**config.mk**
```make
export PLATFORM = sky130hd
export DESIGN_NAME = recency_excluding_random_picker_top
export DESIGN_NICKNAME = d
export VERILOG_FILES = /design/src/rerp_pkg.sv /design/src/recency_excluding_random_picker_top.sv /design/src/rerp_mod_unit.sv /design/src/rerp_datapath.sv /design/src/rerp_ctrl.sv
export SDC_FILE = /design/constraint.sdc
export NUM_CORES = 2
export LEC_CHECK = 0
export ABC_AREA = 1
export CAP_MARGIN = 5
export CORE_MARGIN = 3
export CORE_UTILIZATION = 29
export CTS_BUF_LIST = sky130_fd_sc_hd__clkbuf_16
export CTS_CLUSTER_DIAMETER = 120
export CTS_CLUSTER_SIZE = 24
export DETAILED_ROUTE_END_ITERATION = 12
export DONT_BUFFER_PORTS = 1
export PLACE_DENSITY = 0.4
export SLEW_MARGIN = 5
export SYNTH_ARGS = -nofsm -noshare
export SYNTH_HDL_FRONTEND = slang
export SYNTH_HIERARCHICAL = 1
export SYNTH_SLANG_ARGS = --single-unit
```
**constraint.sdc**
```tcl
create_clock -name clock -period 7.75 [get_ports clock]
set_clock_uncertainty 0.05 [all_clocks]
set_input_delay 0.3875 -clock clock [delete_from_list [all_inputs] [get_ports clock]]
set_output_delay 0.3875 -clock clock [all_outputs]
set_load 0.1 [all_outputs]
```
**src/rerp_pkg.sv**
```systemverilog
// Shared types and constants of the recency-excluding random picker.
package rerp_pkg;

   localparam int TABLE_DEPTH_DEF = 64;
   localparam int ENTRY_BITS_DEF  = 16;
   localparam int RAND_W          = 32;
   localparam int CFG_W           = 7;
   localparam int ACT_W           = 3;

   localparam logic [CFG_W-1:0] MAX_IGNORE_RESET = 7'd4;

   localparam logic [ACT_W-1:0] ACT_CLEAR  = 3'd0;
   localparam logic [ACT_W-1:0] ACT_APPEND = 3'd1;
   localparam logic [ACT_W-1:0] ACT_PICK   = 3'd2;
   localparam logic [ACT_W-1:0] ACT_ACCEPT = 3'd3;
   localparam logic [ACT_W-1:0] ACT_REJECT = 3'd4;

   typedef enum logic [3:0] {
      ST_IDLE,
      ST_DECODE,
      ST_DIV,
      ST_PICK_CAP,
      ST_SW_B,
      ST_SW_C,
      ST_SW_D,
      ST_ROT_CHECK,
      ST_ROT_SAVE,
      ST_ROT_SHIFT,
      ST_ROT_TAIL,
      ST_RESP
   } state_type;

   typedef enum logic [4:0] {
      OP_NONE,
      OP_LOAD,
      OP_CLEAR,
      OP_APPEND,
      OP_FAIL,
      OP_DIV_START,
      OP_PICK_READ,
      OP_PICK_CAPTURE,
      OP_SW_READ_POS,
      OP_SW_READ_PART,
      OP_SW_WRITE_POS,
      OP_SW_WRITE_PART,
      OP_ROT_READ_HEAD,
      OP_ROT_SAVE,
      OP_ROT_SHIFT,
      OP_ROT_TAIL,
      OP_ROT_DEC
   } dp_op_type;

   typedef struct packed {
      dp_op_type op;
      logic      rsp_load;
   } ctrl_cmd_type;

   typedef struct packed {
      logic [ACT_W-1:0] action;
      logic             append_ok;
      logic             avail_nz;
      logic             pos_ok;
      logic             div_busy;
      logic             rot_needed;
      logic             rot_single;
      logic             rot_last;
   } dp_status_type;

endpackage

```
**src/recency_excluding_random_picker_top.sv**
```systemverilog
// Top level of the recency-excluding random picker.
// The req channel takes one command word (clear, append, pick, accept, reject)
// per valid/ready handshake; the rsp channel returns exactly one result word
// for each, in order. Commands are handled one at a time: req_ready is high
// only while the controller is idle, and drops the cycle after an accept.
// Path of each command from the accepting edge to rsp_valid, receiver ready:
//   clear, append, failed command: decode, then the response state.
//   pick: paced by the bit-serial remainder unit (32 steps), then a table read.
//   accept: a swap of two table words, then left rotations of the recent region
//     while it exceeds max_ignore; one rotation at most unless max_ignore was
//     lowered, since an accept grows that region by one entry. Reject: the swap only.
// The next word can be taken in the cycle after the result is loaded.
// The result sits in an output register; a stalled receiver holds it there
// while the block already accepts and works on the next word, which then
// waits for the register to free up.
// Synchronous reset empties all regions and sets max_ignore to 4. Table
// contents are not cleared. csr_write_enable writes max_ignore at once and
// is meant for idle periods only.
module recency_excluding_random_picker_top #(
   parameter int TABLE_DEPTH = rerp_pkg::TABLE_DEPTH_DEF,
   parameter int ENTRY_BITS  = rerp_pkg::ENTRY_BITS_DEF,
   localparam int POS_W      = $clog2(TABLE_DEPTH),
   localparam int CNT_W      = $clog2(TABLE_DEPTH + 1)
) (
   input  logic                        clock,
   input  logic                        reset,
   input  logic                        req_valid,
   output logic                        req_ready,
   input  logic [rerp_pkg::ACT_W-1:0]  req_action,
   input  logic [ENTRY_BITS-1:0]       req_entry_in,
   input  logic [POS_W-1:0]            req_position_in,
   input  logic [rerp_pkg::RAND_W-1:0] req_random_word,
   output logic                        rsp_valid,
   input  logic                        rsp_ready,
   output logic                        rsp_ok,
   output logic [POS_W-1:0]            rsp_position_out,
   output logic [ENTRY_BITS-1:0]       rsp_entry_out,
   output logic [CNT_W-1:0]            rsp_recent_count,
   output logic [CNT_W-1:0]            rsp_rejected_count,
   input  logic                        csr_write_enable,
   input  logic [rerp_pkg::CFG_W-1:0]  csr_write_data
);
   import rerp_pkg::*;

   ctrl_cmd_type  cmd;
   dp_status_type status;

   rerp_ctrl u_ctrl (
      .clock     (clock),
      .reset     (reset),
      .req_valid (req_valid),
      .req_ready (req_ready),
      .rsp_valid (rsp_valid),
      .rsp_ready (rsp_ready),
      .status    (status),
      .cmd       (cmd)
   );

   rerp_datapath #(
      .TABLE_DEPTH (TABLE_DEPTH),
      .ENTRY_BITS  (ENTRY_BITS)
   ) u_datapath (
      .clock              (clock),
      .reset              (reset),
      .cmd                (cmd),
      .status             (status),
      .csr_write_enable   (csr_write_enable),
      .csr_write_data     (csr_write_data),
      .req_action         (req_action),
      .req_entry_in       (req_entry_in),
      .req_position_in    (req_position_in),
      .req_random_word    (req_random_word),
      .rsp_ok             (rsp_ok),
      .rsp_position_out   (rsp_position_out),
      .rsp_entry_out      (rsp_entry_out),
      .rsp_recent_count   (rsp_recent_count),
      .rsp_rejected_count (rsp_rejected_count)
   );

endmodule

```
**src/rerp_mod_unit.sv**
```systemverilog
// Bit-serial remainder unit: one dividend bit per cycle, restoring form.
module rerp_mod_unit #(
   parameter int DIVISOR_W = 7
) (
   input  logic                        clock,
   input  logic                        reset,
   input  logic                        start,
   input  logic [rerp_pkg::RAND_W-1:0] dividend,
   input  logic [DIVISOR_W-1:0]        divisor,
   output logic                        busy,
   output logic [DIVISOR_W-1:0]        remainder
);
   import rerp_pkg::*;

   localparam int STEP_W = $clog2(RAND_W + 1);

   logic                busy_ff, busy_in;
   logic [STEP_W-1:0]   step_ff, step_in;
   logic [RAND_W-1:0]   quo_ff, quo_in;
   logic [DIVISOR_W-1:0] rem_ff, rem_in;
   logic [DIVISOR_W-1:0] div_ff, div_in;
   logic [DIVISOR_W:0]  trial;
   logic [DIVISOR_W:0]  div_ext;
   logic [DIVISOR_W:0]  trial_diff;

   assign trial      = {rem_ff, quo_ff[RAND_W-1]};
   assign div_ext    = {1'b0, div_ff};
   assign trial_diff = trial - div_ext;

   always_comb begin
      busy_in = busy_ff;
      step_in = step_ff;
      quo_in  = quo_ff;
      rem_in  = rem_ff;
      div_in  = div_ff;
      if (start) begin
         busy_in = 1'b1;
         step_in = STEP_W'(RAND_W);
         quo_in  = dividend;
         rem_in  = '0;
         div_in  = divisor;
      end else if (busy_ff) begin
         // The partial remainder stays below the divisor, so it fits its width.
         rem_in  = (trial >= div_ext) ? trial_diff[DIVISOR_W-1:0] : trial[DIVISOR_W-1:0];
         quo_in  = {quo_ff[RAND_W-2:0], 1'b0};
         step_in = step_ff - STEP_W'(1);
         if (step_ff == STEP_W'(1)) begin
            busy_in = 1'b0;
         end
      end
   end

   always_ff @(posedge clock) begin
      if (reset) begin
         busy_ff <= 1'b0;
         step_ff <= '0;
      end else begin
         busy_ff <= busy_in;
         step_ff <= step_in;
      end
   end

   always_ff @(posedge clock) begin
      quo_ff <= quo_in;
      rem_ff <= rem_in;
      div_ff <= div_in;
   end

   assign busy      = busy_ff;
   assign remainder = rem_ff;

endmodule

```
**src/rerp_datapath.sv**
```systemverilog
// Datapath: entry table, region counters, remainder unit and result registers.
module rerp_datapath #(
   parameter int TABLE_DEPTH = rerp_pkg::TABLE_DEPTH_DEF,
   parameter int ENTRY_BITS  = rerp_pkg::ENTRY_BITS_DEF,
   localparam int POS_W      = $clog2(TABLE_DEPTH),
   localparam int CNT_W      = $clog2(TABLE_DEPTH + 1)
) (
   input  logic                        clock,
   input  logic                        reset,
   input  rerp_pkg::ctrl_cmd_type      cmd,
   output rerp_pkg::dp_status_type     status,
   input  logic                        csr_write_enable,
   input  logic [rerp_pkg::CFG_W-1:0]  csr_write_data,
   input  logic [rerp_pkg::ACT_W-1:0]  req_action,
   input  logic [ENTRY_BITS-1:0]       req_entry_in,
   input  logic [POS_W-1:0]            req_position_in,
   input  logic [rerp_pkg::RAND_W-1:0] req_random_word,
   output logic                        rsp_ok,
   output logic [POS_W-1:0]            rsp_position_out,
   output logic [ENTRY_BITS-1:0]       rsp_entry_out,
   output logic [CNT_W-1:0]            rsp_recent_count,
   output logic [CNT_W-1:0]            rsp_rejected_count
);
   import rerp_pkg::*;

   localparam int CMP_W = (CNT_W > CFG_W) ? CNT_W : CFG_W;

   // Latched request word.
   logic [ACT_W-1:0]      act_ff, act_in;
   logic [ENTRY_BITS-1:0] ent_req_ff, ent_req_in;
   logic [POS_W-1:0]      pos_req_ff, pos_req_in;
   logic [RAND_W-1:0]     rnd_ff, rnd_in;

   logic [CFG_W-1:0]      max_ignore_ff, max_ignore_in;
   logic [CNT_W-1:0]      count_ff, count_in;
   logic [CNT_W-1:0]      recent_ff, recent_in;
   logic [CNT_W-1:0]      rejected_ff, rejected_in;

   logic                  res_ok_ff, res_ok_in;
   logic [POS_W-1:0]      res_pos_ff, res_pos_in;
   logic [ENTRY_BITS-1:0] res_ent_ff, res_ent_in;
   logic [ENTRY_BITS-1:0] save_ff, save_in;
   logic [POS_W-1:0]      idx_ff, idx_in;

   logic                  rsp_ok_ff;
   logic [POS_W-1:0]      rsp_pos_ff;
   logic [ENTRY_BITS-1:0] rsp_ent_ff;
   logic [CNT_W-1:0]      rsp_recent_ff;
   logic [CNT_W-1:0]      rsp_rejected_ff;

   logic [ENTRY_BITS-1:0] entry_store [TABLE_DEPTH];
   logic [ENTRY_BITS-1:0] rd_data_ff;
   logic                  mem_we;
   logic [POS_W-1:0]      mem_waddr;
   logic [ENTRY_BITS-1:0] mem_wdata;
   logic                  mem_re;
   logic [POS_W-1:0]      mem_raddr;

   logic [CNT_W:0]        used;
   logic [CNT_W:0]        count_ext;
   logic [CNT_W:0]        avail_ext;
   logic [CNT_W-1:0]      avail;
   logic                  avail_nz;
   logic [CNT_W-1:0]      region_end;
   logic [CNT_W-1:0]      last_open;
   logic [CNT_W-1:0]      pos_ext;
   logic [POS_W-1:0]      partner;
   logic [CNT_W-1:0]      rem;
   logic                  div_busy;
   logic [CNT_W-1:0]      pick_sum;
   logic [CNT_W-1:0]      idx_plus1;
   logic [CNT_W-1:0]      idx_plus2;
   logic [CNT_W-1:0]      tail_cnt;

   assign used       = (CNT_W+1)'(recent_ff) + (CNT_W+1)'(rejected_ff);
   assign count_ext  = (CNT_W+1)'(count_ff);
   assign avail_nz   = count_ext > used;
   assign avail_ext  = count_ext - used;
   assign avail      = avail_nz ? avail_ext[CNT_W-1:0] : '0;
   assign region_end = count_ff - rejected_ff;
   assign last_open  = region_end - CNT_W'(1);
   assign pos_ext    = CNT_W'(pos_req_ff);
   assign partner    = (act_ff == ACT_ACCEPT) ? recent_ff[POS_W-1:0] : last_open[POS_W-1:0];
   assign pick_sum   = recent_ff + rem;
   assign idx_plus1  = CNT_W'(idx_ff) + CNT_W'(1);
   assign idx_plus2  = CNT_W'(idx_ff) + CNT_W'(2);
   assign tail_cnt   = recent_ff - CNT_W'(1);

   rerp_mod_unit #(
      .DIVISOR_W(CNT_W)
   ) u_mod_unit (
      .clock     (clock),
      .reset     (reset),
      .start     (cmd.op == OP_DIV_START),
      .dividend  (rnd_ff),
      .divisor   (avail),
      .busy      (div_busy),
      .remainder (rem)
   );

   always_comb begin
      status.action     = act_ff;
      status.append_ok  = count_ff < CNT_W'(TABLE_DEPTH);
      status.avail_nz   = avail_nz;
      status.pos_ok     = avail_nz && (pos_ext >= recent_ff) && (pos_ext < region_end);
      status.div_busy   = div_busy;
      status.rot_needed = CMP_W'(recent_ff) > CMP_W'(max_ignore_ff);
      status.rot_single = recent_ff == CNT_W'(1);
      status.rot_last   = idx_plus2 == recent_ff;
   end

   // Memory port selection.
   always_comb begin
      mem_we    = 1'b0;
      mem_waddr = '0;
      mem_wdata = rd_data_ff;
      mem_re    = 1'b0;
      mem_raddr = '0;
      case (cmd.op)
         OP_APPEND: begin
            mem_we    = 1'b1;
            mem_waddr = count_ff[POS_W-1:0];
            mem_wdata = ent_req_ff;
         end
         OP_PICK_READ: begin
            mem_re    = 1'b1;
            mem_raddr = pick_sum[POS_W-1:0];
         end
         OP_SW_READ_POS: begin
            mem_re    = 1'b1;
            mem_raddr = pos_req_ff;
         end
         OP_SW_READ_PART: begin
            mem_re    = 1'b1;
            mem_raddr = partner;
         end
         OP_SW_WRITE_POS: begin
            mem_we    = 1'b1;
            mem_waddr = pos_req_ff;
            mem_wdata = rd_data_ff;
         end
         OP_SW_WRITE_PART: begin
            mem_we    = 1'b1;
            mem_waddr = partner;
            mem_wdata = res_ent_ff;
         end
         OP_ROT_READ_HEAD: begin
            mem_re    = 1'b1;
            mem_raddr = '0;
         end
         OP_ROT_SAVE: begin
            mem_re    = 1'b1;
            mem_raddr = idx_plus1[POS_W-1:0];
         end
         OP_ROT_SHIFT: begin
            // Write the word read last cycle one slot down and fetch the next one.
            mem_we    = 1'b1;
            mem_waddr = idx_ff;
            mem_wdata = rd_data_ff;
            mem_re    = 1'b1;
            mem_raddr = idx_plus2[POS_W-1:0];
         end
         OP_ROT_TAIL: begin
            mem_we    = 1'b1;
            mem_waddr = tail_cnt[POS_W-1:0];
            mem_wdata = save_ff;
         end
         default: begin
            mem_we = 1'b0;
         end
      endcase
   end

   always_ff @(posedge clock) begin
      if (mem_we) begin
         entry_store[mem_waddr] <= mem_wdata;
      end
      if (mem_re) begin
         rd_data_ff <= entry_store[mem_raddr];
      end
   end

   always_comb begin
      act_in        = act_ff;
      ent_req_in    = ent_req_ff;
      pos_req_in    = pos_req_ff;
      rnd_in        = rnd_ff;
      max_ignore_in = max_ignore_ff;
      count_in      = count_ff;
      recent_in     = recent_ff;
      rejected_in   = rejected_ff;
      res_ok_in     = res_ok_ff;
      res_pos_in    = res_pos_ff;
      res_ent_in    = res_ent_ff;
      save_in       = save_ff;
      idx_in        = idx_ff;
      case (cmd.op)
         OP_LOAD: begin
            act_in     = req_action;
            ent_req_in = req_entry_in;
            pos_req_in = req_position_in;
            rnd_in     = req_random_word;
         end
         OP_CLEAR: begin
            count_in    = '0;
            recent_in   = '0;
            rejected_in = '0;
            res_ok_in   = 1'b1;
            res_pos_in  = '0;
            res_ent_in  = '0;
         end
         OP_APPEND: begin
            count_in   = count_ff + CNT_W'(1);
            res_ok_in  = 1'b1;
            res_pos_in = count_ff[POS_W-1:0];
            res_ent_in = ent_req_ff;
         end
         OP_FAIL: begin
            res_ok_in  = 1'b0;
            res_pos_in = '0;
            res_ent_in = '0;
         end
         OP_PICK_READ: begin
            res_pos_in = pick_sum[POS_W-1:0];
         end
         OP_PICK_CAPTURE: begin
            res_ok_in  = 1'b1;
            res_ent_in = rd_data_ff;
         end
         OP_SW_READ_POS: begin
            res_ok_in  = 1'b1;
            res_pos_in = pos_req_ff;
         end
         OP_SW_READ_PART: begin
            res_ent_in = rd_data_ff;
         end
         OP_SW_WRITE_PART: begin
            if (act_ff == ACT_ACCEPT) begin
               recent_in   = recent_ff + CNT_W'(1);
               rejected_in = '0;
            end else begin
               rejected_in = rejected_ff + CNT_W'(1);
            end
         end
         OP_ROT_READ_HEAD: begin
            idx_in = '0;
         end
         OP_ROT_SAVE: begin
            save_in = rd_data_ff;
         end
         OP_ROT_SHIFT: begin
            idx_in = idx_plus1[POS_W-1:0];
         end
         OP_ROT_TAIL, OP_ROT_DEC: begin
            recent_in = tail_cnt;
         end
         default: begin
            idx_in = idx_ff;
         end
      endcase
      if (csr_write_enable) begin
         max_ignore_in = csr_write_data;
      end
   end

   always_ff @(posedge clock) begin
      if (reset) begin
         max_ignore_ff <= MAX_IGNORE_RESET;
         count_ff      <= '0;
         recent_ff     <= '0;
         rejected_ff   <= '0;
      end else begin
         max_ignore_ff <= max_ignore_in;
         count_ff      <= count_in;
         recent_ff     <= recent_in;
         rejected_ff   <= rejected_in;
      end
   end

   always_ff @(posedge clock) begin
      act_ff     <= act_in;
      ent_req_ff <= ent_req_in;
      pos_req_ff <= pos_req_in;
      rnd_ff     <= rnd_in;
      res_ok_ff  <= res_ok_in;
      res_pos_ff <= res_pos_in;
      res_ent_ff <= res_ent_in;
      save_ff    <= save_in;
      idx_ff     <= idx_in;
      if (cmd.rsp_load) begin
         rsp_ok_ff       <= res_ok_ff;
         rsp_pos_ff      <= res_pos_ff;
         rsp_ent_ff      <= res_ent_ff;
         rsp_recent_ff   <= recent_ff;
         rsp_rejected_ff <= rejected_ff;
      end
   end

   assign rsp_ok             = rsp_ok_ff;
   assign rsp_position_out   = rsp_pos_ff;
   assign rsp_entry_out      = rsp_ent_ff;
   assign rsp_recent_count   = rsp_recent_ff;
   assign rsp_rejected_count = rsp_rejected_ff;

endmodule

```
**src/rerp_ctrl.sv**
```systemverilog
// Controller: sequences each word through the datapath and owns both handshakes.
module rerp_ctrl (
   input  logic                    clock,
   input  logic                    reset,
   input  logic                    req_valid,
   output logic                    req_ready,
   output logic                    rsp_valid,
   input  logic                    rsp_ready,
   input  rerp_pkg::dp_status_type status,
   output rerp_pkg::ctrl_cmd_type  cmd
);
   import rerp_pkg::*;

   state_type state_ff, state_in;
   logic      rsp_valid_ff, rsp_valid_in;

   always_comb begin
      state_in     = state_ff;
      cmd.op       = OP_NONE;
      cmd.rsp_load = 1'b0;
      req_ready    = 1'b0;
      case (state_ff)
         ST_IDLE: begin
            req_ready = 1'b1;
            if (req_valid) begin
               cmd.op   = OP_LOAD;
               state_in = ST_DECODE;
            end
         end
         ST_DECODE: begin
            state_in = ST_RESP;
            case (status.action)
               ACT_CLEAR: begin
                  cmd.op = OP_CLEAR;
               end
               ACT_APPEND: begin
                  cmd.op = status.append_ok ? OP_APPEND : OP_FAIL;
               end
               ACT_PICK: begin
                  if (status.avail_nz) begin
                     cmd.op   = OP_DIV_START;
                     state_in = ST_DIV;
                  end else begin
                     cmd.op = OP_FAIL;
                  end
               end
               ACT_ACCEPT, ACT_REJECT: begin
                  if (status.pos_ok) begin
                     cmd.op   = OP_SW_READ_POS;
                     state_in = ST_SW_B;
                  end else begin
                     cmd.op = OP_FAIL;
                  end
               end
               default: begin
                  cmd.op = OP_FAIL;
               end
            endcase
         end
         ST_DIV: begin
            if (!status.div_busy) begin
               cmd.op   = OP_PICK_READ;
               state_in = ST_PICK_CAP;
            end
         end
         ST_PICK_CAP: begin
            cmd.op   = OP_PICK_CAPTURE;
            state_in = ST_RESP;
         end
         ST_SW_B: begin
            cmd.op   = OP_SW_READ_PART;
            state_in = ST_SW_C;
         end
         ST_SW_C: begin
            cmd.op   = OP_SW_WRITE_POS;
            state_in = ST_SW_D;
         end
         ST_SW_D: begin
            cmd.op   = OP_SW_WRITE_PART;
            state_in = (status.action == ACT_ACCEPT) ? ST_ROT_CHECK : ST_RESP;
         end
         ST_ROT_CHECK: begin
            // Each pass rotates the recent region left by one and shrinks it.
            if (!status.rot_needed) begin
               state_in = ST_RESP;
            end else if (status.rot_single) begin
               cmd.op = OP_ROT_DEC;
            end else begin
               cmd.op   = OP_ROT_READ_HEAD;
               state_in = ST_ROT_SAVE;
            end
         end
         ST_ROT_SAVE: begin
            cmd.op   = OP_ROT_SAVE;
            state_in = ST_ROT_SHIFT;
         end
         ST_ROT_SHIFT: begin
            cmd.op = OP_ROT_SHIFT;
            if (status.rot_last) begin
               state_in = ST_ROT_TAIL;
            end
         end
         ST_ROT_TAIL: begin
            cmd.op   = OP_ROT_TAIL;
            state_in = ST_ROT_CHECK;
         end
         ST_RESP: begin
            if (!rsp_valid_ff || rsp_ready) begin
               cmd.rsp_load = 1'b1;
               state_in     = ST_IDLE;
            end
         end
         default: begin
            state_in = ST_IDLE;
         end
      endcase
      if (cmd.rsp_load) begin
         rsp_valid_in = 1'b1;
      end else if (rsp_ready) begin
         rsp_valid_in = 1'b0;
      end else begin
         rsp_valid_in = rsp_valid_ff;
      end
   end

   always_ff @(posedge clock) begin
      if (reset) begin
         state_ff     <= ST_IDLE;
         rsp_valid_ff <= 1'b0;
      end else begin
         state_ff     <= state_in;
         rsp_valid_ff <= rsp_valid_in;
      end
   end

   assign rsp_valid = rsp_valid_ff;

endmodule

```
==> run summary <==
TritonCTS built the clock tree. The first detailed-routing pass ran for 6 iterations. The routability congestion estimate from global placement was 0.834; the cell area power density was 385 nW/µm².

The initial antenna violation count came out at 6. In this design, the stage delay of the slowest critical-path cell is 0.48 ns. The worst setup path is captured at a flip-flop. The mapped netlist covers 57,500 µm². The top achievable clock speed was 143 MHz; the die outline width was 451 µm. Summing the areas of all fa, ha and maj instances in the mapped netlist gives 1.48% of the synthesized area. The run gives 190,000 µm as the total length of routed wires. Dividing the detail-routed wire length by the instance count gives 23.5 µm.

For the maximum number of pins on one net before global-route repair, the log shows 79. The path with the worst hold slack has its endpoint at u_datapath/rnd_ff[26]. The startpoint of the most critical hold path is req_random_word[26]. The final layout contains 5,575 nets.

The synthesized design spends more area on one cell type than any other, namely sky130_fd_sc_hd__edfxtp_1. Setup violations remaining at the end of the flow were counted as 0. Of the total synthesized cell area, the portion taken by XOR and XNOR cells is 0.487%. CTS saw 1,265 sinks. The later pin in the worst-skew pair is clocked with a latency of 0.75 ns. The min-delay analysis places its worst path in the category input port to flip-flop. Dominant register cell in the synthesized netlist: sky130_fd_sc_hd__edfxtp_1. The run gives 59 as the total clock buffers created by CTS. The total overflow left after global routing is 0. Counting instances in the post-synthesis netlist gives the leading cell types as 1,218 x sky130_fd_sc_hd__edfxtp_1, 1,152 x sky130_fd_sc_hd__nand3_1, 990 x sky130_fd_sc_hd__nand2_1. Endpoint of the worst-slack reg-to-reg timing path: u_datapath/rd_data_ff[1]. After clock tree synthesis, the clock-pin slew on the worst setup and hold paths is 0.10 ns. The run gives 18.2% as the global routing usage summed across all routing layers. The flow ran to the end, and the final reports show no timing, DRC or antenna violations. After Yosys synthesis, and, or, nand and nor cells account for 23.1% of the synthesized area. For the total power, the log shows 24.7 mW. For this design the top-level I/O count stands at 108. The depth of the worst hold-timing path was 1; the clock network fraction of design power was 14.7%. The run gives 5,403 as the gate count of the mapped netlist. Yosys mapped the design onto 54 distinct sky130hd cell types. The worst relative slew slack came out at 25.7%. The tools report the count of placed standard cells including taps as 7,934.

The initial core utilization is 29.3%. Excluding fillers, the count of instances in the completed layout stands at 8,079. Switching part of the total power: 44.5%. The cell that appears most often on the critical path is sky130_fd_sc_hd__nand2_1. The tools report the maximum VDD drop as 335 µV.

The HPWL after detailed placement is 115,000 µm. The total die area is 204,000 µm². The first global-routing pass estimated 277,000 µm of wire.

The worst path uses 90.2% of the clock period. Setup slack at placement: 0.746 ns. The standard cell with the maximum stage delay on the critical path was sky130_fd_sc_hd__dfxtp_1.

Setup repair after global routing left no endpoint under its margin. In this run, the number of DRC markers left after iteration 0 of detailed routing was 3,439. Cell internal power was estimated by the tool at 13.7 mW. The tools report the number of instances resized during post-cts repair as 0. For the pin with the worst max-slew slack, the measured transition is 1.12 ns.

Of all flip-flops after synthesis, the portion carrying an async set or reset was 0%. Yosys attributes the largest share of cell area to sky130_fd_sc_hd__edfxtp_1 64%, sky130_fd_sc_hd__nand3_1 10%, sky130_fd_sc_hd__nand2_1 6.5%. The shortest clock period the worst path allows after layout is 6.99 ns, and the post-synth net total is 5,537.

The number of vias per cell works out to 4.82. For the post-route setup TNS, the log shows 0 ns. Combinational logic burns 44.4% of the power. The tools report the total core area as 196,000 µm². After detailed routing, the number of remaining DRC violations is 0.

The synthesized design contains 1,218 enable-type register cells. The routed layout has 38,903 vias. Category of cells accounting for the largest share of critical-path delay: simple AND/OR/NAND/NOR gates.

Compared with the post-synthesis result, the final layout area differs by 11.5%. The dominant combinational cell family by area after synthesis is simple AND/OR/NAND/NOR gates. Input and output buffers added on the ports amount to 0. The tools report the static power due to leakage as 24.4 nW.

The part of the total power dissipated in sequential elements was 40.8%; the register bit total from synthesis was 1,265. The root buffer cell chosen for the clock tree is sky130_fd_sc_hd__clkbuf_16. The longest clock path from root to sink contains 3 buffers. STA puts the critical path data required time at 8.22 ns. For this run, the number of Yosys warnings is 6. The level count of the clock H-tree is 2. Once detail routing completed, the nets flagged for antenna violations numbered 0. The setup check on the worst reg-to-reg path leaves a slack of 0.76 ns. Counting cells, the worst reg-to-reg path comes to 36. Across all hold checks on the routed design, the worst slack comes to 0.223 ns.

Dividing the synthesized area by the synthesized cell count gives 10.6 µm². After filler insertion, the fill cell instance count of the layout stands at 19,960. The final count of pins violating max slew was 0; the number of global-route vias before repair was 37,592.

In the final layout, the share of cells above drive strength 1 is 6.51%. In this run the core area contains 162 standard-cell rows. The multiplexer fraction of the synthesized cell area was 0%; the fraction of synthesized cell area taken by the top area cell type was 63.6%.

Of all nets on the critical path, the largest fanout is 61. The tool flagged a number of max-cap violations equal to 0. Sequential cells were found to cover 65.2% of the synthesized design area.

Count of endpoints failing hold in the final timing report: 0. The post-synthesis compound-gate area fraction works out to 1.88%. Arrival time of data at the critical path endpoint: 7.46 ns. By startpoint and endpoint, the worst setup path is classified as flip-flop to flip-flop. From bottom edge to top edge, the die measures 451 µm. Launch point of the worst reg-to-reg path: u_datapath/rejected_ff[0]. The worst setup path is launched from a flip-flop.

sky130_fd_sc_hd__edfxtp_1 is the most common cell in the netlist. Summed over all nets, the switching power comes to 11.0 mW. After layout, the worst setup slack is 0.761 ns. Critical path buffer and inverter count: 6.
registers in the layout, summed over array words and instances, names as in the netlist, 16 cells and up:
name and cells:
u_datapath/entry_store 1024, u_datapath/ent_req_ff 16, u_datapath/rd_data_ff 16, u_datapath/res_ent_ff 16, u_datapath/u_mod_unit/quo_ff 32, u_datapath/rsp_entry_out 16
u_datapath/save_ff 16, u_datapath/rnd_ff 32
stage by stage:
| stage | area [µm²] | utilization (%) |
|---|---|---|
| after CTS | 64100 | 32.7 |
| after floorplan | 57500 | - |
| after global routing | 64100 | 32.7 |
| after detailed placement | 61800 | 31.5 |
| final | 64100 | 32.7 |
| after global placement | 61800 | 31.5 |
power groups by stage:
stage	Clock, mW	Sequential, mW	Combinational, mW
after floorplan	0	10.2	5.85
after global placement	0	10.2	11.1
after CTS	3.80	10.1	11.2
after detailed placement	0	10.2	11.1
final	3.64	10.1	11.0
after global routing	3.99	10.1	12.0
cells by family after synthesis:
family | after synthesis
xor gates and xnor gates | 32
and+or+nand+nor | 2739
buffers and inverters | 1121
DFF | 1265
AOI/OAI and AO/OA | 181
adders and majority gates | 65
area by class of cell:
type	count	area [µm²]	area share (%)
inverter	823	3100	4.83
clock inverter	15	120	0.187
antenna	1	2.50	0.00390
tap	2624	3280	5.12
clock buffer	59	1480	2.30
timing repair buffer	275	2810	4.39
sequential	1265	37500	58.5
multi-input combinational	3017	15800	24.6
how the worst max path moves through the flow:
stage	startpoint	end	slack, ns	depth (start not counted)
floorplan	u_datapath/recent_ff[0]	u_datapath/act_ff[0]	1.41	25
global placement	u_datapath/rejected_ff[2]	u_datapath/rd_data_ff[1]	0.70	36
detailed placement	u_datapath/rejected_ff[0]	u_datapath/rd_data_ff[1]	0.75	36
CTS	u_datapath/rejected_ff[2]	u_datapath/rd_data_ff[1]	0.75	36
global route	u_datapath/rejected_ff[2]	u_datapath/rd_data_ff[1]	0.05	36
finish	u_datapath/rejected_ff[0]	u_datapath/rd_data_ff[1]	0.76	36
layout by cell type (no fill, tap or decap), drive strengths merged, types with 13 or more instances in the layout:
cell type	instances
a21oi	55
buf	206
clkbuf	59
dfxtp	47
dlygate4sd3	69
edfxtp	1218
ha	60
inv	835
nand2	1002
nand3	1154
nand3b	358
nand4	18
nor2	182
o21ai	66
xnor2	13
xor2	19
timing repair:
action,4_1_cts,5_1_grt
hold buffers,70,0
hold endpoints to repair,97,0
setup buffers,0,0
routing by layer:
metal	track usage, %	wire length, µm	up-vias
li1	-	-	18362
met1	26.4	90100	19511
met2	29.7	88000	879
met3	1.71	7870	149
met4	3.85	3810	2
met5	0	9	-
Power figures use the tool's default switching activity.
